## src/rtl/des_pkg.sv

```systemverilog
// DES package: permutation tables, S-boxes and round helper functions.
// Used by the round cell and the top level; depends on nothing.
package des_pkg;

  localparam int unsigned Rounds = 16;
  localparam int unsigned HalfKeyBits = 28;
  localparam int unsigned SubkeyBits = 48;

  localparam logic [0:63][6:0] TabIp = '{
    58,50,42,34,26,18,10,2, 60,52,44,36,28,20,12,4,
    62,54,46,38,30,22,14,6, 64,56,48,40,32,24,16,8,
    57,49,41,33,25,17,9,1,  59,51,43,35,27,19,11,3,
    61,53,45,37,29,21,13,5, 63,55,47,39,31,23,15,7};

  localparam logic [0:63][6:0] TabFp = '{
    40,8,48,16,56,24,64,32, 39,7,47,15,55,23,63,31,
    38,6,46,14,54,22,62,30, 37,5,45,13,53,21,61,29,
    36,4,44,12,52,20,60,28, 35,3,43,11,51,19,59,27,
    34,2,42,10,50,18,58,26, 33,1,41,9,49,17,57,25};

  localparam logic [0:47][5:0] TabE = '{
    32,1,2,3,4,5, 4,5,6,7,8,9, 8,9,10,11,12,13, 12,13,14,15,16,17,
    16,17,18,19,20,21, 20,21,22,23,24,25, 24,25,26,27,28,29, 28,29,30,31,32,1};

  localparam logic [0:31][5:0] TabP = '{
    16,7,20,21,29,12,28,17, 1,15,23,26,5,18,31,10,
    2,8,24,14,32,27,3,9, 19,13,30,6,22,11,4,25};

  localparam logic [0:55][6:0] TabPc1 = '{
    57,49,41,33,25,17,9,1,58,50,42,34,26,18,10,2,59,51,43,35,27,19,11,3,
    60,52,44,36,63,55,47,39,31,23,15,7,62,54,46,38,30,22,14,6,61,53,45,37,
    29,21,13,5,28,20,12,4};

  localparam logic [0:47][5:0] TabPc2 = '{
    14,17,11,24,1,5,3,28,15,6,21,10,23,19,12,4,26,8,16,7,27,20,13,2,
    41,52,31,37,47,55,30,40,51,45,33,48,44,49,39,56,34,53,46,42,50,36,29,32};

  localparam logic [0:15] TabRotTwo = 16'b0011111101111110;

  localparam logic [0:7][0:63][3:0] TabS = '{
    '{14,4,13,1,2,15,11,8,3,10,6,12,5,9,0,7, 0,15,7,4,14,2,13,1,10,6,12,11,9,5,3,8,
      4,1,14,8,13,6,2,11,15,12,9,7,3,10,5,0, 15,12,8,2,4,9,1,7,5,11,3,14,10,0,6,13},
    '{15,1,8,14,6,11,3,4,9,7,2,13,12,0,5,10, 3,13,4,7,15,2,8,14,12,0,1,10,6,9,11,5,
      0,14,7,11,10,4,13,1,5,8,12,6,9,3,2,15, 13,8,10,1,3,15,4,2,11,6,7,12,0,5,14,9},
    '{10,0,9,14,6,3,15,5,1,13,12,7,11,4,2,8, 13,7,0,9,3,4,6,10,2,8,5,14,12,11,15,1,
      13,6,4,9,8,15,3,0,11,1,2,12,5,10,14,7, 1,10,13,0,6,9,8,7,4,15,14,3,11,5,2,12},
    '{7,13,14,3,0,6,9,10,1,2,8,5,11,12,4,15, 13,8,11,5,6,15,0,3,4,7,2,12,1,10,14,9,
      10,6,9,0,12,11,7,13,15,1,3,14,5,2,8,4, 3,15,0,6,10,1,13,8,9,4,5,11,12,7,2,14},
    '{2,12,4,1,7,10,11,6,8,5,3,15,13,0,14,9, 14,11,2,12,4,7,13,1,5,0,15,10,3,9,8,6,
      4,2,1,11,10,13,7,8,15,9,12,5,6,3,0,14, 11,8,12,7,1,14,2,13,6,15,0,9,10,4,5,3},
    '{12,1,10,15,9,2,6,8,0,13,3,4,14,7,5,11, 10,15,4,2,7,12,9,5,6,1,13,14,0,11,3,8,
      9,14,15,5,2,8,12,3,7,0,4,10,1,13,11,6, 4,3,2,12,9,5,15,10,11,14,1,7,6,0,8,13},
    '{4,11,2,14,15,0,8,13,3,12,9,7,5,10,6,1, 13,0,11,7,4,9,1,10,14,3,5,12,2,15,8,6,
      1,4,11,13,12,3,7,14,10,15,6,8,0,5,9,2, 6,11,13,8,1,4,10,7,9,5,0,15,14,2,3,12},
    '{13,2,8,4,6,15,11,1,10,9,3,14,5,0,12,7, 1,15,13,8,10,3,7,4,12,5,6,11,0,14,9,2,
      7,11,4,1,9,12,14,2,0,6,10,13,15,3,5,8, 2,1,14,7,4,10,8,13,15,12,9,0,3,5,6,11}};

  function automatic logic [63:0] perm_ip(input logic [63:0] v);
    logic [63:0] r;
    for (int i = 0; i < 64; i++) r[63-i] = v[64-int'(TabIp[i])];
    return r;
  endfunction

  function automatic logic [63:0] perm_fp(input logic [63:0] v);
    logic [63:0] r;
    for (int i = 0; i < 64; i++) r[63-i] = v[64-int'(TabFp[i])];
    return r;
  endfunction

  function automatic logic [55:0] perm_pc1(input logic [63:0] v);
    logic [55:0] r;
    for (int i = 0; i < 56; i++) r[55-i] = v[64-int'(TabPc1[i])];
    return r;
  endfunction

  function automatic logic [47:0] perm_pc2(input logic [55:0] v);
    logic [47:0] r;
    for (int i = 0; i < 48; i++) r[47-i] = v[56-int'(TabPc2[i])];
    return r;
  endfunction

  function automatic logic [31:0] feistel(input logic [31:0] r, input logic [47:0] k);
    logic [47:0] e;
    logic [31:0] s;
    logic [31:0] p;
    logic [5:0]  six;
    for (int i = 0; i < 48; i++) e[47-i] = r[32-int'(TabE[i])];
    e = e ^ k;
    for (int i = 0; i < 8; i++) begin
      six = e[47-6*i -: 6];
      s[31-4*i -: 4] = TabS[i][{six[5], six[0], six[4:1]}];
    end
    for (int i = 0; i < 32; i++) p[31-i] = s[32-int'(TabP[i])];
    return p;
  endfunction

endpackage

```

## src/rtl/des_round_cell.sv

```systemverilog
// One DES round cell: rotates the key halves, runs the Feistel round and
// registers the result for the next cell. Depends on des_pkg.
module des_round_cell import des_pkg::*; #(
  parameter bit RotTwo = 1'b0
) (
  input  logic        clk_i,
  input  logic        rst_ni,
  input  logic        valid_i,
  input  logic [31:0] l_i,
  input  logic [31:0] r_i,
  input  logic [27:0] c_i,
  input  logic [27:0] d_i,
  output logic        valid_o,
  output logic [31:0] l_o,
  output logic [31:0] r_o,
  output logic [27:0] c_o,
  output logic [27:0] d_o
);

  logic [27:0] c_d, d_d, c_q, d_q;
  logic [31:0] l_q, r_q, r_d;
  logic        valid_q;

  always_comb begin
    if (RotTwo) begin
      c_d = {c_i[25:0], c_i[27:26]};
      d_d = {d_i[25:0], d_i[27:26]};
    end else begin
      c_d = {c_i[26:0], c_i[27]};
      d_d = {d_i[26:0], d_i[27]};
    end
    r_d = l_i ^ feistel(r_i, perm_pc2({c_d, d_d}));
  end

  always_ff @(posedge clk_i or negedge rst_ni) begin
    if (!rst_ni) begin
      valid_q <= 1'b0;
    end else begin
      valid_q <= valid_i;
    end
  end

  always_ff @(posedge clk_i) begin
    l_q <= r_i;
    r_q <= r_d;
    c_q <= c_d;
    d_q <= d_d;
  end

  assign valid_o = valid_q;
  assign l_o = l_q;
  assign r_o = r_q;
  assign c_o = c_q;
  assign d_o = d_q;

endmodule
```

## config.mk

```make
export PLATFORM = sky130hd
export DESIGN_NAME = des_round_cell
export DESIGN_NICKNAME = d
export VERILOG_FILES = /design/src/rtl/des_pkg.sv /design/src/rtl/des_round_cell.sv
export SDC_FILE = /design/constraint.sdc
export NUM_CORES = 1
export LEC_CHECK = 0
export BUFFER_PORTS_ARGS = -buffer_cell sky130_fd_sc_hd__clkbuf_2
export CAP_MARGIN = 20
export CORE_MARGIN = 1
export CORE_UTILIZATION = 52
export DETAILED_ROUTE_END_ITERATION = 10
export PLACE_DENSITY = 0.81
export SYNTH_ARGS = -nofsm -noshare
export SYNTH_HDL_FRONTEND = slang
export SYNTH_SLANG_ARGS = --single-unit
export TNS_END_PERCENT = 10
```

## constraint.sdc

```tcl
create_clock -name clk_i -period 0.8 [get_ports clk_i]
set_clock_uncertainty 0.2 [all_clocks]
set_input_delay 0.04 -clock clk_i [delete_from_list [all_inputs] [get_ports clk_i]]
set_output_delay 0.04 -clock clk_i [all_outputs]
set_load 0.005 [all_outputs]
```

==> flow_metrics.env, run 1 <==
export IMPL_error="[ERROR DPL-0033] detailed placement checks failed during check placement."
export IMPL_synth_edf_count=0
export IMPL_routabilityCongestion=0.974
export IMPL_hold_buffers=121
export IMPL_outcome="did not finish"
export IMPL_dp_hpwl_mm=18.5
export IMPL_async_flop_share_pct=0.826
export IMPL_synthFlopType="dfxtp_1"
export IMPL_cts_num_sinks=121
export IMPL_clk_path_buf_depth=2
export IMPL_ys_seq_area_share_pct=31.1
export IMPL_ioPinCount=244
export IMPL_num_rows=44
export IMPL_root_buffer="clkbuf_16"
export IMPL_cts_buffers=17
export IMPL_synthTopCellsByArea="dfxtp_1, ha_1, xnor2_1"
export IMPL_cts_setup_buffers=25
export IMPL_synth_seq_cells=121
export IMPL_synth_avg_cell_area_um2=9.37
export IMPL_stop_stage="4_1_cts"
export IMPL_portBuffers=243
export IMPL_cts_resized=190
export IMPL_synth_cells=833
export IMPL_dp_cells=1507
export IMPL_start_util_pct=53.5
export IMPL_synth_top_area_share_pct=30.8
export IMPL_htree_levels=4
export IMPL_fp_dieW_um=124
export IMPL_synth_distinct_cells=56
export IMPL_synth_nets=1018
export IMPL_synth_warning_count=0
export IMPL_die_h_um=124
export IMPL_netlist_area_um2=7800
export IMPL_synth_largest_area_cell="dfxtp_1"
cell usage after synthesis, types with 5 or more instances:
cell type    n
clkbuf_1    25
nand2_1     75
buf_2       11
mux4_2      24
a211oi_1    22
o211ai_1    21
nor3_1      22
dfxtp_1    120
nand3_1     18
a21oi_1     43
o2111ai_1    7
inv_1       37
xor2_2       6
xor2_1      51
o21ai_0     35
a31oi_1     15
mux2i_1     36
a221oi_1     6
a311oi_1     7
o221ai_1     6
o22ai_1      7
o32ai_1      5
xnor2_1     72
nor2_1      48
ha_1        62
stage by stage:
step,setup TNS [ns],instance area (um2),hold WS (ns),util [%],setup WS [ns]
2_1_floorplan,-34.58,8150,-0.456,-,-1.17
3_3_place_gp,-38.01,11500,-0.385,79.1,-1.31
3_5_place_dp,-39.80,11500,-0.384,79.1,-1.37
cell families after synthesis:
kind of cell	Yosys count	synth area share (%)
XOR/XNOR	130	15.3
AND/OR/NAND/NOR	177	9.61
buffers and inverters	75	3.78
multiplexers	64	12.5
flip-flops	121	31.1
adder cells (fa/ha/maj)	62	9.94
AO/OA/AOI/OAI	204	17.8
==> run 2, diff against run 1 <==
- CORE_UTILIZATION: 52 -> 40
- PLACE_DENSITY: 0.81 -> unset
- PLACE_DENSITY_LB_ADDON: unset -> 0.15
==> run 2 against run 1 <==
Effect of this change: area after synthesis unchanged; the flow now finishes, with violations (negative hold slack, negative setup slack); synthesized cell count unchanged.
==> flow_metrics.env, run 2 <==
export IMPL_setup_viol=153
export IMPL_synth_edf_count=0
export IMPL_ir_drop_mv=1.48
export IMPL_worst_path_max_fanout=5
export IMPL_htree_levels=4
export IMPL_grtUsageMet2_pct=48.5
export IMPL_netlist_area_um2=7800
export IMPL_whs_path_depth=3
export IMPL_drt_wirelength_per_cell_um=16.2
export IMPL_whs_ns=-0.257
export IMPL_grt_antenna_before_repair=1
export IMPL_cts_tree="yes"
export IMPL_synth_cells=833
export IMPL_drc=0
export IMPL_post_synth_top_count_cell="dfxtp_1"
export IMPL_syn_to_final_growth_pct=91.9
export IMPL_n_fill_cell=1176
export IMPL_dp_hpwl_mm=17.5
export IMPL_die_area_um2=20100
export IMPL_violations="negative hold slack, negative setup slack"
export IMPL_hold_path_class="in -> reg"
export IMPL_cts_num_sinks=121
export IMPL_max_cap_violations=0
export IMPL_final_antenna_net_count=0
export IMPL_synth_seq_cells=121
export IMPL_use_met1_pct=30.1
export IMPL_layout_commonest_cell="buf_4"
export IMPL_routabilityCongestion=0.888
export IMPL_hold_viol=2
export IMPL_vias=9029
export IMPL_clk_path_buf_depth=2
export IMPL_ys_seq_area_share_pct=31.1
export IMPL_synthTopCellsByArea="dfxtp_1, ha_1, xnor2_1"
export IMPL_path_class="in -> reg"
export IMPL_fin_nets=1662
export IMPL_min_to="l_o[1]$_DFF_P_"
export IMPL_synth_avg_cell_area_um2=9.37
export IMPL_grt_pass1_vias=8864
export IMPL_grt_busiest_layer="met2"
export IMPL_num_rows=50
export IMPL_dr_pass1_iters=5
export IMPL_cts_clk_slew_worst_paths_ns=0.06
export IMPL_portBuffers=243
export IMPL_leakage_nw=6.67
export IMPL_routed_via_density=5.15
export IMPL_end_kind="flop"
export IMPL_core_area_um2=18900
export IMPL_start_util_pct=41.3
export IMPL_cts_buffers=17
export IMPL_track_usage_pct=26.7
export IMPL_outcome="finished, violations left"
export IMPL_grt_pass1_wl_mm=43.0
export IMPL_grt_util_met3_pct=5.26
export IMPL_powerDensity_nw_per_um2=1870
export IMPL_drv_slew=0
export IMPL_overflow=0
export IMPL_worstSetupStartpointType="primary input"
export IMPL_arrival_ns=1.80
export IMPL_cp_required_ns=0.94
export IMPL_synthFlopType="dfxtp_1"
export IMPL_async_flop_share_pct=0.826
export IMPL_relSlewSlack_pct=71.0
export IMPL_max_freq_mhz=603
export IMPL_synth_nets=1018
export IMPL_postRouteWirelength_mm=28.4
export IMPL_dpl_cell_area_um2=11500
export IMPL_final_cell_mix="buf_4, clkbuf_2, dlygate4sd3_1, nand2_1, dfxtp_2"
export IMPL_tightest_slew_ns=0.435
export IMPL_drtIter0Drc=382
export IMPL_synth_warning_count=0
export IMPL_die_h_um=142
export IMPL_synth_distinct_cells=56
export IMPL_synth_top_area_share_pct=30.8
export IMPL_ioPinCount=244
export IMPL_utilization_pct=79.2
export IMPL_fp_dieW_um=142
export IMPL_grt_max_degree=17
export IMPL_final_area_um2=15000
export IMPL_root_buffer="clkbuf_16"
export IMPL_synth_largest_area_cell="dfxtp_1"
export IMPL_post_route_min_period_ns=1.66
export IMPL_hp_start="r_i[1]"
export IMPL_postLayoutSetupSlackWorst_ns=-0.860
export IMPL_rsz0062_at_grt="true"
export IMPL_drive_above_1_share_pct=53.8
export IMPL_ys_top_cells_by_count="dfxtp_1, nand2_1, xnor2_1"
export IMPL_fin_crit_sh_pct=207
## run 2: cell counts after synthesis
Identical to the previous run, type by type.
## run 2: critical path, cell delays in order
cell      delay [ns]
buf_8           0.11
xnor2_4         0.28
inv_2           0.12
ha_2            0.21
mux4_2          0.47
nor2_2          0.15
a311oi_2        0.06
a31oi_2         0.21
xnor2_1         0.15
## run 2: how the worst max path moves through the flow
stage                 start               to  slack, ns  depth (start not counted)
floorplan            r_i[4]   r_o[0]$_DFF_P_      -1.17                          9
global placement    c_i[14]   r_o[6]$_DFF_P_      -1.35                          8
detailed placement  c_i[14]   r_o[6]$_DFF_P_      -1.41                          8
CTS                 r_i[16]  r_o[12]$_DFF_P_      -0.85                          7
global route        c_i[26]   r_o[1]$_DFF_P_      -0.94                          9
finish              c_i[26]   r_o[1]$_DFF_P_      -0.86                          9
## run 2: layer usage
layer | wire, um | vias to the layer above
met4 | 855 | 0
met2 | 15300 | 346
met3 | 1490 | 63
li1 | - | 4321
met5 | 0 | -
met1 | 10800 | 4299
## run 2: what timing repair did
item | in CTS | in global routing
hold endpoints to repair | 122 | 3
pin swaps | 49 | 68
setup endpoints to repair | 153 | 153
hold buffers | 120 | 1
gates resized for setup | 148 | 255
buffers inserted | 19 | 11
## run 2: metrics by stage
step	setup WS, ns	total power [mW]	TNS [ns]	std cells	hold WS (ns)
floorplan	-1.17	12.5	-34.58	833	-0.456
global placement	-1.35	16.8	-39.22	1567	-0.384
detailed placement	-1.41	16.9	-39.94	1567	-0.384
CTS	-0.848	26.8	-58.59	1738	-0.447
global route	-0.945	29.5	-63.69	1751	-0.276
finish	-0.860	28.0	-57.48	1752	-0.257
## run 2: kinds of logic (layout without fill, tap and decap cells)
family                   Yosys count  in the layout  share of synthesized area [%]
adder cells (fa/ha/maj)           62             62                           9.94
XOR/XNOR                         130            130                           15.3
buffers and inverters             75            732                           3.78
AO/OA/AOI/OAI                    204            204                           17.8
multiplexers                      64             64                           12.5
other                              0              2                              0
AND/OR/NAND/NOR                  177            177                           9.61
flip-flops                       121            121                           31.1
## run 2: cell type report
class,instances,area (um2),share of cell area (%)
sequential,121,2510,16.8
clock buffer,18,439,2.93
tap,260,325,2.17
timing repair buffer,661,5310,35.5
antenna,2,5.00,0.0334
clock inverter,14,223,1.49
multi-input combinational,637,5990,40.0
inverter,39,165,1.10
## run 2: where the power goes
| group | internal (mW) | switching [mW] | total, mW |
|---|---|---|---|
| Clock | 5.63 | 3.09 | 8.72 |
| Sequential | 6.93 | 0.279 | 7.21 |
| Combinational | 6.57 | 5.51 | 12.1 |
Power figures use the tool's default switching activity.
==> run 3, diff against run 2 <==
- CORE_ASPECT_RATIO: unset -> 0.9
==> run 3 against run 2 <==
Effect of this change: the flow still finishes with violations (negative hold slack, negative setup slack); setup slack got worse by 0.031 ns; clock power fell by 9.2%; core utilization fell by 1.9 points; non-clock buffer count fell by 2; sequential cell count did not move; hold slack improved by 0.12 ns.
==> flow_metrics.env, run 3 (same netlist as run 2, synthesis figures left out) <==
export IMPL_end_kind="flop"
export IMPL_max_freq_mhz=592
export IMPL_setup_tns_ns=-56.18
export IMPL_n_fill_cell=1197
export IMPL_cts_num_sinks=121
export IMPL_setup_viol=154
export IMPL_fp_dieW_um=149
export IMPL_drv_slew=0
export IMPL_switchingPower_mw=8.54
export IMPL_post_route_min_period_ns=1.69
export IMPL_relSlewSlack_pct=63.9
export IMPL_dp_cells=1560
export IMPL_final_area_um2=14800
export IMPL_postRouteWirelength_mm=27.1
export IMPL_cp_required_ns=0.91
export IMPL_ioPinCount=244
export IMPL_syn_to_final_growth_pct=89.9
export IMPL_tightest_slew_ns=0.534
export IMPL_routabilityCongestion=0.893
export IMPL_grt_pass1_vias=8742
export IMPL_cts_buffers=17
export IMPL_path_class="in -> reg"
export IMPL_utilization_pct=77.3
export IMPL_ir_drop_mv=1.52
export IMPL_layout_cells_non_filler=1738
export IMPL_grt_max_degree=17
export IMPL_cts_clk_slew_worst_paths_ns=0.05
export IMPL_die_h_um=134
export IMPL_hold_buffers=123
export IMPL_final_antenna_net_count=0
export IMPL_critPathLaunch="r_i[16]"
export IMPL_power_total_mw=27.1
export IMPL_pwr_share_comb_pct=44.3
export IMPL_hold_viol=1
export IMPL_vias=8830
export IMPL_antenna_cells=0
export IMPL_clk_path_buf_depth=2
export IMPL_num_rows=48
export IMPL_dr_pass1_iters=7
export IMPL_max_cap_violations=0
export IMPL_grt_antenna_before_repair=0
export IMPL_track_usage_pct=25.5
export IMPL_powerDensity_nw_per_um2=1830
export IMPL_outcome="finished, violations left"
export IMPL_root_buffer="clkbuf_16"
export IMPL_grt_pass1_wl_mm=41.0
export IMPL_dp_hpwl_mm=17.0
export IMPL_drc=0
export IMPL_layout_commonest_cell="buf_4"
export IMPL_rsz0062_at_grt="true"
export IMPL_fin_nets=1660
export IMPL_fin_crit_sh_pct=211
export IMPL_clkPwrFrac_pct=29.3
export IMPL_postLayoutSetupSlackWorst_ns=-0.891
export IMPL_overflow=0
export IMPL_dp_worst_setup_slack_ns=-1.36
export IMPL_drtIter0Drc=413
export IMPL_drt_wirelength_per_cell_um=15.6
export IMPL_arrival_ns=1.80
export IMPL_leakage_nw=6.60
export IMPL_worstSetupStartpointType="primary input"
export IMPL_routed_via_density=5.08
export IMPL_final_cell_mix="buf_4, clkbuf_2, dlygate4sd3_1, nand2_1, dfxtp_1"
export IMPL_p_seq_share_pct=26.5
export IMPL_hold_path_class="in -> async"
export IMPL_whs_ns=-0.136
export IMPL_die_area_um2=20100
export IMPL_portBuffers=243
export IMPL_htree_levels=4
export IMPL_p_int_mw=18.5
export IMPL_worst_path_max_fanout=6
export IMPL_cts_tree="yes"
export IMPL_dpl_cell_area_um2=11500
export IMPL_swShare_pct=31.5
export IMPL_core_area_um2=19200
export IMPL_drive_above_1_share_pct=53.0
export IMPL_violations="negative hold slack, negative setup slack"
export IMPL_start_util_pct=40.7
==> run 3: cell types whose count changed in the layout (fill, tap and decap cells not counted), sizes merged <==
| cell | before | now |
|---|---|---|
| buf | 366 | 370 |
| clkinvlp | 5 | 1 |
| dlygate4sd3 | 121 | 122 |
| diode | 2 | 0 |
| bufinv | 5 | 3 |
| clkbuf | 192 | 191 |
==> run 3: power groups by stage <==
stage | Sequential, mW | Combinational [mW] | Clock (mW)
6_report | 7.16 | 12.0 | 7.92
5_1_grt | 7.24 | 13.0 | 8.36
4_1_cts | 7.07 | 10.9 | 8.09
3_5_place_dp | 7.18 | 9.71 | 0
3_3_place_gp | 7.17 | 9.61 | 0
2_1_floorplan | 7.29 | 5.19 | 0
==> run 3: final cells by class <==
type | instances | area [um2] | share of cell area, %
timing repair buffer | 659 | 5150 | 34.8
inverter | 39 | 175 | 1.18
multi-input combinational | 637 | 6070 | 41.0
clock buffer | 24 | 482 | 3.25
sequential | 121 | 2500 | 16.9
clock inverter | 8 | 118 | 0.794
tap | 250 | 313 | 2.11
==> run 3: critical path, cell delays in order <==
cell,delay [ns]
clkbuf_16,0.13
xor2_4,0.23
inv_4,0.10
buf_4,0.14
buf_4,0.14
nand2_2,0.08
a21oi_1,0.11
o21bai_1,0.20
mux4_2,0.49
xnor2_2,0.14
==> run 3: how the worst max path moves through the flow <==
| stage | to | slack (ns) | cells after the start |
|---|---|---|---|
| 3_3_place_gp | r_o[2]$_DFF_P_ | -1.34 | 6 |
| 6_report | r_o[12]$_DFF_P_ | -0.89 | 10 |
| 3_5_place_dp | r_o[2]$_DFF_P_ | -1.36 | 6 |
| 5_1_grt | r_o[27]$_DFF_P_ | -0.92 | 8 |
| 4_1_cts | r_o[12]$_DFF_P_ | -0.86 | 7 |
| 2_1_floorplan | r_o[0]$_DFF_P_ | -1.17 | 9 |
==> run 3: layer usage <==
metal	track usage, %	part of all wire, %
met1	28.8	40
met5	0	0
met4	10.0	1.7
met3	5.14	5.0
met2	46.7	54
==> run 3: what timing repair did <==
| action | 4_1_cts | 5_1_grt |
|---|---|---|
| endpoints found under the setup margin | 153 | 156 |
| pin swaps | 51 | 58 |
| resized for setup | 151 | 241 |
| buffers inserted | 9 | 15 |
| hold endpoints to repair | 122 | 1 |
